===== src/fpwa_pkg.sv =====
// ----------------------------------------------------------------------------
// Flash page write assembler package
// Field widths, status codes, register indexes and the result beat type.
// ----------------------------------------------------------------------------
package fpwa_pkg;

  localparam int ADDR_W   = 18;
  localparam int BYTE_W   = 8;
  localparam int WORD_W   = 32;
  localparam int STATUS_W = 3;
  // tdata: write_addr, write_word, status, zero pad to whole bytes
  localparam int TDATA_RAW_W = ADDR_W + WORD_W + STATUS_W;
  localparam int TDATA_W     = ((TDATA_RAW_W + 7) / 8) * 8;
  localparam int TPAD_W      = TDATA_W - TDATA_RAW_W;

  localparam logic [BYTE_W-1:0] ERASED_BYTE = 8'hFF;

  // Result status codes
  localparam logic [STATUS_W-1:0] STS_ACCEPTED  = 3'd0;
  localparam logic [STATUS_W-1:0] STS_PAGE_WR   = 3'd1;
  localparam logic [STATUS_W-1:0] STS_COMPLETE  = 3'd2;
  localparam logic [STATUS_W-1:0] STS_NOT_ARMED = 3'd3;
  localparam logic [STATUS_W-1:0] STS_OVERFLOW  = 3'd4;
  localparam logic [STATUS_W-1:0] STS_SHORT     = 3'd5;

  // Configuration register indexes
  localparam logic REG_SLOT_SELECT = 1'b0;
  localparam logic REG_IMAGE_SIZE  = 1'b1;

  typedef struct packed {
    logic                is_write;
    logic [ADDR_W-1:0]   addr;
    logic [WORD_W-1:0]   word;
    logic [STATUS_W-1:0] status;
    logic                eor;
  } result_t;

endpackage


===== src/flash_page_write_assembler_top.sv =====
// ----------------------------------------------------------------------------
// Flash page write assembler
// Packs image bytes into a page memory and emits full or final pages as
// little-endian 32-bit flash word writes.
// ----------------------------------------------------------------------------
// Usage:
//   Configure through cfg_we/cfg_index/cfg_data while the block is idle:
//   index 0 picks the slot base, index 1 sets the image size. Any write
//   restarts the writer and arms it when the size is nonzero and fits a slot.
//   Image bytes enter on s_axis (tdata = byte, tlast = final byte), one beat
//   per byte. Each byte yields one or more m_axis beats; tlast marks the last
//   beat of a byte's run and carries its outcome in the status field.
//   A byte that does not close a page shows its beat in the cycle after
//   acceptance, and the next byte may enter then if m_axis takes the beat.
//   A byte that closes a page (or finishes the image) starts a flush: the
//   page memory is read one word per cycle while m_axis is not stalled,
//   through a registered read, giving (PAGE_BYTES+3)/4 write beats; s_axis
//   is held off until the last word beat is loaded.
//   A stalled m_axis holds the current beat; the flush read and s_axis
//   acceptance wait until the output register frees up.
//   Reset clears the counters, disarms the writer and selects slot A; the
//   page memory needs no clearing since unfilled bytes read as 0xFF.
// ----------------------------------------------------------------------------
module flash_page_write_assembler_top #(
  parameter int PAGE_BYTES   = 64,
  parameter int SLOT_BYTES   = 131072,
  parameter int SLOT_A_START = 8192,
  parameter int SLOT_B_START = 131072
) (
  input  logic                          clk,
  input  logic                          rst,
  // Input stream
  input  logic                          s_axis_tvalid,
  output logic                          s_axis_tready,
  input  logic [fpwa_pkg::BYTE_W-1:0]   s_axis_tdata,  // [7:0] data_byte
  input  logic                          s_axis_tlast,  // last
  // Result stream
  output logic                          m_axis_tvalid,
  input  logic                          m_axis_tready,
  // [17:0] write_addr, [49:18] write_word, [52:50] status, [55:53] zero
  output logic [fpwa_pkg::TDATA_W-1:0]  m_axis_tdata,
  output logic                          m_axis_tuser,  // is_write
  output logic                          m_axis_tlast,  // end_of_run
  // Configuration write port
  input  logic                          cfg_we,
  input  logic                          cfg_index,
  input  logic [fpwa_pkg::ADDR_W-1:0]   cfg_data
);

  localparam int AW     = fpwa_pkg::ADDR_W;
  localparam int WORDS  = (PAGE_BYTES + 3) / 4;
  localparam int WIDX   = (WORDS > 1) ? $clog2(WORDS) : 1;
  localparam int RCNT_W = $clog2(WORDS + 1);
  localparam int FILL_W = $clog2(PAGE_BYTES + 1);
  localparam int CMP_W  = WIDX + FILL_W + 2;

  localparam logic [AW-1:0]     SLOT_A_BASE = AW'(SLOT_A_START);
  localparam logic [AW-1:0]     SLOT_B_BASE = AW'(SLOT_B_START);
  localparam logic [AW:0]       SLOT_LIMIT  = (AW + 1)'(SLOT_BYTES);
  localparam logic [AW-1:0]     PAGE_STEP   = AW'(PAGE_BYTES);
  localparam logic [FILL_W-1:0] PAGE_FULL   = FILL_W'(PAGE_BYTES);
  localparam logic [RCNT_W-1:0] WORD_COUNT  = RCNT_W'(WORDS);
  localparam logic [WIDX-1:0]   WORD_LAST   = WIDX'(WORDS - 1);

  localparam logic ST_IDLE  = 1'b0;
  localparam logic ST_FLUSH = 1'b1;

  // Control and state registers
  logic                            state;
  logic                            slot_select;
  logic [AW-1:0]                   image_size;
  logic                            armed;
  logic [AW-1:0]                   bytes_done;
  logic [AW-1:0]                   page_address;
  logic [FILL_W-1:0]               fill;
  logic [RCNT_W-1:0]               rd_cnt;
  logic [WIDX-1:0]                 wr_idx;
  logic                            rd_valid;
  logic [fpwa_pkg::WORD_W-1:0]     rd_data;
  logic [fpwa_pkg::STATUS_W-1:0]   flush_status;
  logic                            out_valid;
  fpwa_pkg::result_t               out_res;

  // Page memory, one 32-bit word per row with byte lanes
  logic [3:0][fpwa_pkg::BYTE_W-1:0] page_mem [WORDS];

  logic                            out_free;
  logic                            in_fire;
  logic [AW:0]                     done_inc;
  logic                            overflow;
  logic [FILL_W-1:0]               fill_inc;
  logic                            page_full;
  logic                            finish;
  logic                            byte_ok;
  logic                            need_flush;
  logic [fpwa_pkg::STATUS_W-1:0]   in_status;
  logic                            rd_issue;
  logic                            rd_take;
  logic                            wr_last;
  logic [WIDX-1:0]                 mem_waddr;
  logic [fpwa_pkg::WORD_W-1:0]     flush_word;
  logic [AW-1:0]                   flush_addr;
  logic [AW-1:0]                   cfg_size;
  logic                            cfg_slot;

  // Accept a byte only when idle and the output register can take a beat
  assign out_free      = !out_valid || m_axis_tready;
  assign s_axis_tready = (state == ST_IDLE) && out_free;
  assign in_fire       = s_axis_tvalid && s_axis_tready;

  // Decode the incoming byte
  assign done_inc   = {1'b0, bytes_done} + (AW + 1)'(1);
  assign overflow   = done_inc > {1'b0, image_size};
  assign fill_inc   = fill + FILL_W'(1);
  assign page_full  = (fill_inc == PAGE_FULL);
  assign finish     = s_axis_tlast && (done_inc[AW-1:0] == image_size);
  assign byte_ok    = in_fire && armed && !overflow;
  assign need_flush = page_full || finish;
  assign mem_waddr  = WIDX'(fill >> 2);

  always_comb begin
    if (finish) begin
      in_status = fpwa_pkg::STS_COMPLETE;
    end else if (s_axis_tlast) begin
      in_status = fpwa_pkg::STS_SHORT;
    end else if (page_full) begin
      in_status = fpwa_pkg::STS_PAGE_WR;
    end else begin
      in_status = fpwa_pkg::STS_ACCEPTED;
    end
  end

  // Flush read pipeline: issue while data slot is free or being drained
  assign rd_take  = (state == ST_FLUSH) && rd_valid && out_free;
  assign rd_issue = (state == ST_FLUSH) && (rd_cnt != WORD_COUNT) && (!rd_valid || out_free);
  assign wr_last  = (wr_idx == WORD_LAST);

  // Pad bytes past the fill level with the erased value
  always_comb begin
    logic [CMP_W-1:0] pos;
    pos = '0;
    for (int j = 0; j < 4; j++) begin
      pos = CMP_W'({wr_idx, 2'b00}) + CMP_W'(j);
      flush_word[j*8 +: 8] = (pos < CMP_W'(fill)) ? rd_data[j*8 +: 8]
                                                 : fpwa_pkg::ERASED_BYTE;
    end
  end

  assign flush_addr = page_address + AW'({wr_idx, 2'b00});

  // Configuration write values
  assign cfg_slot = (cfg_index == fpwa_pkg::REG_SLOT_SELECT) ? cfg_data[0] : slot_select;
  assign cfg_size = (cfg_index == fpwa_pkg::REG_IMAGE_SIZE)  ? cfg_data    : image_size;

  // Page memory: byte write on accept, word read during flush
  always_ff @(posedge clk) begin
    if (byte_ok) begin
      page_mem[mem_waddr][fill[1:0]] <= s_axis_tdata;
    end
    if (rd_issue) begin
      rd_data <= page_mem[rd_cnt[WIDX-1:0]];
    end
  end

  // Sequencer, counters and output register
  always_ff @(posedge clk) begin
    if (rst) begin
      state        <= ST_IDLE;
      slot_select  <= 1'b0;
      image_size   <= '0;
      armed        <= 1'b0;
      bytes_done   <= '0;
      page_address <= SLOT_A_BASE;
      fill         <= '0;
      rd_cnt       <= '0;
      wr_idx       <= '0;
      rd_valid     <= 1'b0;
      out_valid    <= 1'b0;
    end else begin
      // Drop a beat once taken
      if (m_axis_tready) begin
        out_valid <= 1'b0;
      end

      case (state)
        ST_IDLE: begin
          if (in_fire) begin
            out_valid <= 1'b1;
            if (!armed) begin
              out_res <= '{is_write: 1'b0, addr: '0, word: '0,
                           status: fpwa_pkg::STS_NOT_ARMED, eor: 1'b1};
            end else if (overflow) begin
              out_res <= '{is_write: 1'b0, addr: '0, word: '0,
                           status: fpwa_pkg::STS_OVERFLOW, eor: 1'b1};
            end else begin
              bytes_done <= done_inc[AW-1:0];
              fill       <= fill_inc;
              if (finish) begin
                armed <= 1'b0;
              end
              if (need_flush) begin
                out_valid    <= 1'b0;
                state        <= ST_FLUSH;
                flush_status <= in_status;
                rd_cnt       <= '0;
                wr_idx       <= '0;
              end else begin
                out_res <= '{is_write: 1'b0, addr: '0, word: '0,
                             status: in_status, eor: 1'b1};
              end
            end
          end
        end
        ST_FLUSH: begin
          rd_valid <= rd_issue || (rd_valid && !rd_take);
          if (rd_issue) begin
            rd_cnt <= rd_cnt + RCNT_W'(1);
          end
          if (rd_take) begin
            out_valid <= 1'b1;
            out_res   <= '{is_write: 1'b1, addr: flush_addr, word: flush_word,
                           status: wr_last ? flush_status : fpwa_pkg::STS_PAGE_WR,
                           eor: wr_last};
            wr_idx    <= wr_idx + WIDX'(1);
            // Close the page after its last word
            if (wr_last) begin
              state        <= ST_IDLE;
              fill         <= '0;
              page_address <= page_address + PAGE_STEP;
            end
          end
        end
        default: begin
          state <= ST_IDLE;
        end
      endcase

      // Restart the writer on any register write
      if (cfg_we) begin
        slot_select  <= cfg_slot;
        image_size   <= cfg_size;
        bytes_done   <= '0;
        fill         <= '0;
        page_address <= cfg_slot ? SLOT_B_BASE : SLOT_A_BASE;
        armed        <= (cfg_size != '0) && ({1'b0, cfg_size} <= SLOT_LIMIT);
      end
    end
  end

  // Drive the result stream
  assign m_axis_tvalid = out_valid;
  assign m_axis_tuser  = out_res.is_write;
  assign m_axis_tlast  = out_res.eor;
  assign m_axis_tdata  = {{fpwa_pkg::TPAD_W{1'b0}}, out_res.status, out_res.word, out_res.addr};

endmodule


===== config.mk =====
export PLATFORM = sky130hd
export DESIGN_NAME = flash_page_write_assembler_top
export DESIGN_NICKNAME = d
export VERILOG_FILES = /design/src/fpwa_pkg.sv /design/src/flash_page_write_assembler_top.sv
export SDC_FILE = /design/constraint.sdc
export NUM_CORES = 1
export LEC_CHECK = 0
export BUFFER_PORTS_ARGS = -buffer_cell sky130_fd_sc_hd__buf_4
export CORE_MARGIN = 3
export CORE_UTILIZATION = 62
export DETAILED_ROUTE_END_ITERATION = 10
export PLACE_DENSITY = 0.8
export SLEW_MARGIN = 20
export SYNTH_ARGS = -nofsm -noshare
export SYNTH_HDL_FRONTEND = slang
export SYNTH_SLANG_ARGS = --single-unit

===== constraint.sdc =====
create_clock -name clk -period 7.4 [get_ports clk]
set_input_delay 1.48 -clock clk [delete_from_list [all_inputs] [get_ports clk]]
set_output_delay 1.48 -clock clk [all_outputs]
set_load 0.02 [all_outputs]

==> out/qor.txt, run 1 <==
Worst-path maximum fanout = 35
Synth top cells by count = edfxtp_1, nor2_1, mux4_2, nand2_1, dfxtp_1
Total Routing Usage GR = 0.273
Gate Count Post-Synth = 1,565
Final period utilization = 0.717
Crit path launch type = register
Ports = 93
Pwr Density = 249 nW/um^2
Detailed-placement wirelength estimate = 35.2 mm
Yosys reg bits = 669
Die height = 215 microns
CTS resizes = 0
Min cycle time layout = 5.31 ns
Max-cap violations = 0
CP Buf/Inv Count = 2
Most used DFF post-synth = edfxtp_1
CTS Root Cell = clkbuf_16
Total gr overflow = 0
Cell taking the most area after synthesis = edfxtp_1
Core region area = 42,500 sq um
RD Place Congestion = 0.847
RSZ-0062 raised after global routing = no
Post-CTS Setup Repair Bufs = 0
Top cells by area, synth = edfxtp_1, mux4_2, dfxtp_1
Die extent in x = 215 microns
Crit path DAT = 5.57 ns
Initial DRC Count = 1,931
Hold Path Class = register to register
Unique masters post-synth = 76
Max transition margin = 0.195
Maximum vdd drop = 213 uV
DP Cell Count = 2,155
Synth warnings = 0
TNS Setup = 0 ns
Number of synthesized flops with an enable pin = 600
H-tree lvl count = 2
Via Count = 15,100
Post-synth ARST share = 0
Syn avg cell area = 17.3 sq um
Sequential area share after synthesis = 0.717
Die ar. = 46,200 sq um
Initial Util = 0.636
Slew Limit Fails = 0
Worst Tran Pin Value = 1.21 ns
Critical path required time = 7.66 ns
DRT Wirelength = 62.6 mm
Status = finished, final reports clean
Fill cells = 2,580
Crit path cell chain = nand2_2, or4_4, or3_4, nor2_4, xor2_1, ha_1, nand3_1, nor3_1, a2bb2oi_1, a211o_1, buf_4, o21ai_0, a21oi_4, buf_4
FMAX = 188 MHz
Layout cells sized above 1 = 0.217
HP Start = image_size[2]
Via density = 6.65
Vias in the first global route = 14,800
Kind of end point of the critical path = register
Worst path top cell family by delay = simple AND/OR/NAND/NOR gates
Post-synth top area share = 0.666
Initial antenna violation count = 1
FP Rows = 75
DRT Pass-1 Iters = 7
Post-layout net count = 1,707
Average wire per standard cell = 27.6 microns
FF-to-FF Start = bytes_done[2]
Most numerous cell on the critical path = buf_4
Clock Sinks = 669
CP max stage cell = a21oi_4
P&R area growth vs syn = 11.6%
# diodes = 0
Largest net degree at the start of global routing = 81
Pleak = 9.59 nW
Count of final setup violators = 0
Register area = 19,400 sq um
Final Hold Fails = 0
Multi-input gate area = 7150 sq um
Layout Cells excl Fill = 2,271
Crit Path Class = register to register
Port-buffer cells = 87
First-pass GRT wire length = 94.8 mm
DRC errors left = 0
Clock Skew = 0.0173 ns
Reg clk slew, reported paths = 0.06 ns
Post-Syn Area = 27,000 sq um
DRT antenna net count = 0
Slowest stage delay, CP = 0.81 ns
CTS Buffer Depth = 3
# hold bufs at CTS = 0
CTS tree = yes
Num CTS Buffers = 61
Crit path from = bytes_done[2]
Most frequent cell after synthesis = edfxtp_1
Skew-Pair Late Insertion Delay = 0.64 ns
## layer usage
layer	wire length, microns	GRT usage	up-vias	part of all wire
li1	-	-	6327	-
met1	23400	0.385	7662	0.37
met2	30600	0.442	949	0.49
met3	6640	0.0517	170	0.11
met4	2010	0.0849	2	0.032
met5	17	0	-	0.00027
## kinds of logic after synthesis
kind of cell | after synthesis | share of synthesized area
buffers and inverters | 124 | 0.0196
and+or+nand+nor | 401 | 0.0691
adders and majority gates | 32 | 0.0148
xor gates and xnor gates | 26 | 0.00842
DFF | 669 | 0.717
muxes | 161 | 0.134
AOI/OAI and AO/OA | 151 | 0.0371
other | 1 | 0.000139
## tightest hold or removal path: cells and delay by family, from the launching register on
family           cells  cell delay [ns]
AND/OR/NAND/NOR      1             0.05
AO/OA/AOI/OAI        1             0.05
flip-flops           1             0.31
## report_power, final
| part | switching [W] | internal [W] |
|---|---|---|
| clock network | 0.00138 | 0.00179 |
| registers | 0.0000109 | 0.00412 |
| logic | 0.000151 | 0.0000519 |
| total | 0.00154 | 0.00596 |
## per-stage QoR
step | power (W) | util | setup WS [ns] | hold WS (ns) | instance area (sq um)
global placement | 0.00441 | 0.662 | 2.34 | 0.444 | 28100
floorplan | 0.00431 | - | 1.01 | 0.436 | 27100
finish | 0.00750 | 0.710 | 2.09 | 0.463 | 30200
CTS | 0.00753 | 0.709 | 2.18 | 0.466 | 30200
global route | 0.00769 | 0.710 | 1.78 | 0.486 | 30200
detailed placement | 0.00441 | 0.662 | 2.22 | 0.458 | 28100
## cells in the final DEF, fill, tap and decap left out, types with 3 or more instances in the layout
master / instances
or4_1: 7
a31oi_1: 19
clkbuf_16: 61
mux4_2: 160
edfxtp_1: 600
buf_4: 97
o211ai_1: 8
dfxtp_1: 65
o31ai_1: 7
and3_1: 3
nor3_1: 10
a21o_1: 3
ha_1: 32
clkbuf_1: 15
a211oi_1: 4
inv_1: 35
a21oi_1: 48
clkbuf_8: 6
nand2_1: 85
o311ai_1: 3
and2_1: 18
nor2b_1: 3
nor2_1: 181
nor4_1: 9
a41o_1: 6
or3_1: 11
clkinv_1: 12
xnor2_1: 11
xor2_1: 15
nand3_1: 38
o22ai_1: 8
conb_1: 5
o21ai_0: 16
clkinv_2: 10
nand4_1: 15
bufinv_16: 6
## registers in the layout, indices dropped and copies added (netlist names)
register	count
rd_valid	1
wr_idx	4
m_axis_tlast	1
image_size	18
fill	7
m_axis_tvalid	1
rd_data	32
bytes_done	18
slot_select	1
rd_cnt	5
m_axis_tuser	1
page_mem	512
flush_status	3
page_address	12
state	1
armed	1
m_axis_tdata	51
## cell type report
cell class	instances	share of cell area
timing repair buffer	98	0.0250
clock inverter	33	0.0114
inverter	36	0.00448
tap	577	0.0239
clock buffer	82	0.0552
multi-input combinational	776	0.237
sequential	669	0.643
## path summary, 6_finish.rpt
check        slack (ns)               end  depth (start not counted)
max                2.09  m_axis_tdata[37]                         14
max reg2reg        2.09  m_axis_tdata[37]                         14
min                0.46     image_size[2]                          2
min reg2reg        0.46     image_size[2]                          2
Note: power is estimated with default switching activity, not from simulation.
==> run 2, diff against run 1 <==
--- a/config.mk
+++ b/config.mk
@@ -7,9 +7,9 @@
 export LEC_CHECK = 0
 export BUFFER_PORTS_ARGS = -buffer_cell sky130_fd_sc_hd__buf_4
 export CORE_MARGIN = 3
-export CORE_UTILIZATION = 62
+export CORE_UTILIZATION = 56
 export DETAILED_ROUTE_END_ITERATION = 10
-export PLACE_DENSITY = 0.8
+export PLACE_DENSITY = 0.76
 export SLEW_MARGIN = 20
 export SYNTH_ARGS = -nofsm -noshare
 export SYNTH_HDL_FRONTEND = slang
==> constraint.sdc (replaced) <==
create_clock -name clk -period 4.5 [get_ports clk]
set_input_delay 0.9 -clock clk [delete_from_list [all_inputs] [get_ports clk]]
set_output_delay 0.9 -clock clk [all_outputs]
set_load 0.02 [all_outputs]
==> run 2 against run 1 <==
  * Sequential share of layout area shrank 1.8 points
  * Total power grew 71%
  * Critical path depth up 1
  * Non-clock buffer count rose by 79
  * Clock-buffer cell count rose by 1
  * Die area grew 10%
  * Maximum frequency rose by 25%
  * Register-to-register slack worse by 1.8 ns
  * Clock skew up 0.012 ns
  * Clock power is 79% higher
  * Combinational power up 68%
  * Final area is 3.0% higher
  * Critical path type unchanged
==> out/qor.txt, run 2 (synthesis results as in run 1) <==
FF-to-FF setup slack = 0.24 ns
Vias in the first global route = 15,200
DP Cell Count = 2,265
Most numerous cell on the critical path = buf_4
Die extent in x = 226 microns
Min cycle time layout = 4.26 ns
Commonest non-fill, non-tap cell in the layout = edfxtp_1
Core region area = 47,100 sq um
Max-cap violations = 0
Sw Ratio = 0.202
Total Routing Usage GR = 0.255
FMAX = 235 MHz
Skew-Pair Late Insertion Delay = 0.61 ns
Crit path from = bytes_done[1]
Kind of end point of the critical path = register
FF-to-FF Start = bytes_done[1]
Slew Limit Fails = 0
DRT Wirelength = 63.5 mm
Average wire per standard cell = 26.6 microns
Reg clk slew, reported paths = 0.06 ns
Largest net degree at the start of global routing = 73
Placed cell areas = 28,800 sq um
Count of final setup violators = 0
Crit Path Class = register to register
Pint = 0.0102 W
Hold Path Class = register to register
Number of flip-flops under the largest register name = 512
Post-layout net count = 1,794
Clock Sinks = 669
# hold bufs at CTS = 0
Crit path DAT = 4.56 ns
Pre-CTS worst setup slack = 0.372 ns
Initial DRC Count = 1,630
Reg2Reg Capture Point = page_mem[14][5]
Via density = 6.38
Port-buffer cells = 87
DRC errors left = 0
Pwr Density = 412 nW/um^2
H-tree lvl count = 3
Worst setup margin = 0.245 ns
FP Rows = 79
Initial antenna violation count = 0
Post-CTS Setup Repair Bufs = 0
Final Hold Fails = 0
RD Place Congestion = 0.832
P&R area growth vs syn = 14.9%
Fill cells = 3,066
Maximum vdd drop = 299 uV
Ports = 93
Layout cells sized above 1 = 0.261
Detailed-placement wirelength estimate = 37.6 mm
TNS Setup = 0 ns
First-pass GRT wire length = 95.5 mm
DRT antenna net count = 0
Worst Reg-to-Reg Cells = 15
Total gr overflow = 0
Final period utilization = 0.946
CTS tree = yes
Logic gate share of total power = 0.027
DRT Pass-1 Iters = 5
Critical path endpoint = page_mem[14][5]
CTS Buffer Depth = 3
CTS resizes = 0
Initial Util = 0.574
# diodes = 0
Layout Cells excl Fill = 2,386
Slowest stage delay, CP = 0.57 ns
Num CTS Buffers = 69
Critical path required time = 4.80 ns
Net Switching = 0.00258 W
Clock Skew = 0.0291 ns
CP max stage cell = or4_4
Die height = 226 microns
Pleak = 10.2 nW
CTS Root Cell = clkbuf_16
Status = finished, final reports clean
Worst Tran Pin Value = 1.10 ns
RSZ-0062 raised after global routing = no
Post-layout util = 0.659
Max transition margin = 0.265
Commonest non-fill, non-tap cells in the layout = edfxtp_1, nor2_1, buf_4
Crit path launch type = register
Clock group share of total power = 0.443
Crit path cell chain = nand3_1, or4_4, or3_4, nor2_4, xor2_1, ha_1, a21oi_1, o211ai_1, a2bb2oi_2, a211oi_2, buf_4, nand3_1, buf_4, nor2_1, buf_4
Via Count = 15,200
Die ar. = 51,000 sq um
Post-route cell area = 31,100 sq um
Worst-path maximum fanout = 16
Sequential Power Share = 0.531
run 2: cell count changes in the layout (fill, tap and decap cells not counted), moves of 2 or more:
| cell | previous run | this run |
|---|---|---|
| dfxtp_1 | 65 | 61 |
| clkinv_2 | 10 | 12 |
| clkbuf_1 | 15 | 9 |
| dfxtp_2 | 2 | 6 |
| clkbuf_8 | 6 | 2 |
| clkinv_8 | 1 | 3 |
| buf_12 | 0 | 2 |
| clkbuf_16 | 61 | 72 |
| buf_4 | 97 | 175 |
| clkinv_1 | 12 | 14 |
run 2: layout make-up:
cell class	count	area, sq um	share of cell area
well taps	607	759	0.0244
clock inverters	38	388	0.0125
clock buffers	83	1860	0.0599
flip-flops and latches	669	19400	0.625
multi-input cells	776	7160	0.231
inverters	36	135	0.00435
repair buffers	177	1350	0.0436
run 2: power by group through the flow:
stage	Sequential (W)	Clock, W	Combinational (W)
final	0.00680	0.00567	0.000341
after global routing	0.00680	0.00600	0.000368
after CTS	0.00680	0.00575	0.000343
after detailed placement	0.00693	0	0.000341
after global placement	0.00693	0	0.000334
after floorplan	0.00695	0	0.000140
run 2: worst min-delay path by stage:
stage                               from        endpoint  cells after the start
after floorplan           image_size[17]  image_size[17]                      2
after global placement    image_size[17]  image_size[17]                      2
after detailed placement   image_size[2]   image_size[2]                      2
after CTS                  image_size[2]   image_size[2]                      2
after global routing       image_size[6]   image_size[6]                      2
final                      image_size[2]   image_size[2]                      2
run 2: routing by layer:
layer	track usage	wire [microns]	up-vias	part of all wire
met5	0	0	-	0
met4	0.0871	2150	0	0.034
met3	0.0612	5540	145	0.087
met2	0.415	31300	813	0.49
met1	0.345	24500	7746	0.39
li1	-	-	6507	-
run 2: worst max-delay path: cells and delay by family, from the launching register on:
kind | cells | cell delay, ns
buffers and inverters | 3 | 0.69
adder cells (fa/ha/maj) | 1 | 0.28
AO/OA/AOI/OAI | 4 | 0.76
XOR/XNOR | 1 | 0.16
flip-flops | 1 | 0.37
AND/OR/NAND/NOR | 6 | 1.69
run 2: per-stage QoR:
step | hold slack [ns] | power [W]
2_1_floorplan | 0.436 | 0.00709
3_3_place_gp | 0.445 | 0.00726
3_5_place_dp | 0.454 | 0.00727
4_1_cts | 0.462 | 0.0129
5_1_grt | 0.493 | 0.0132
6_report | 0.463 | 0.0128
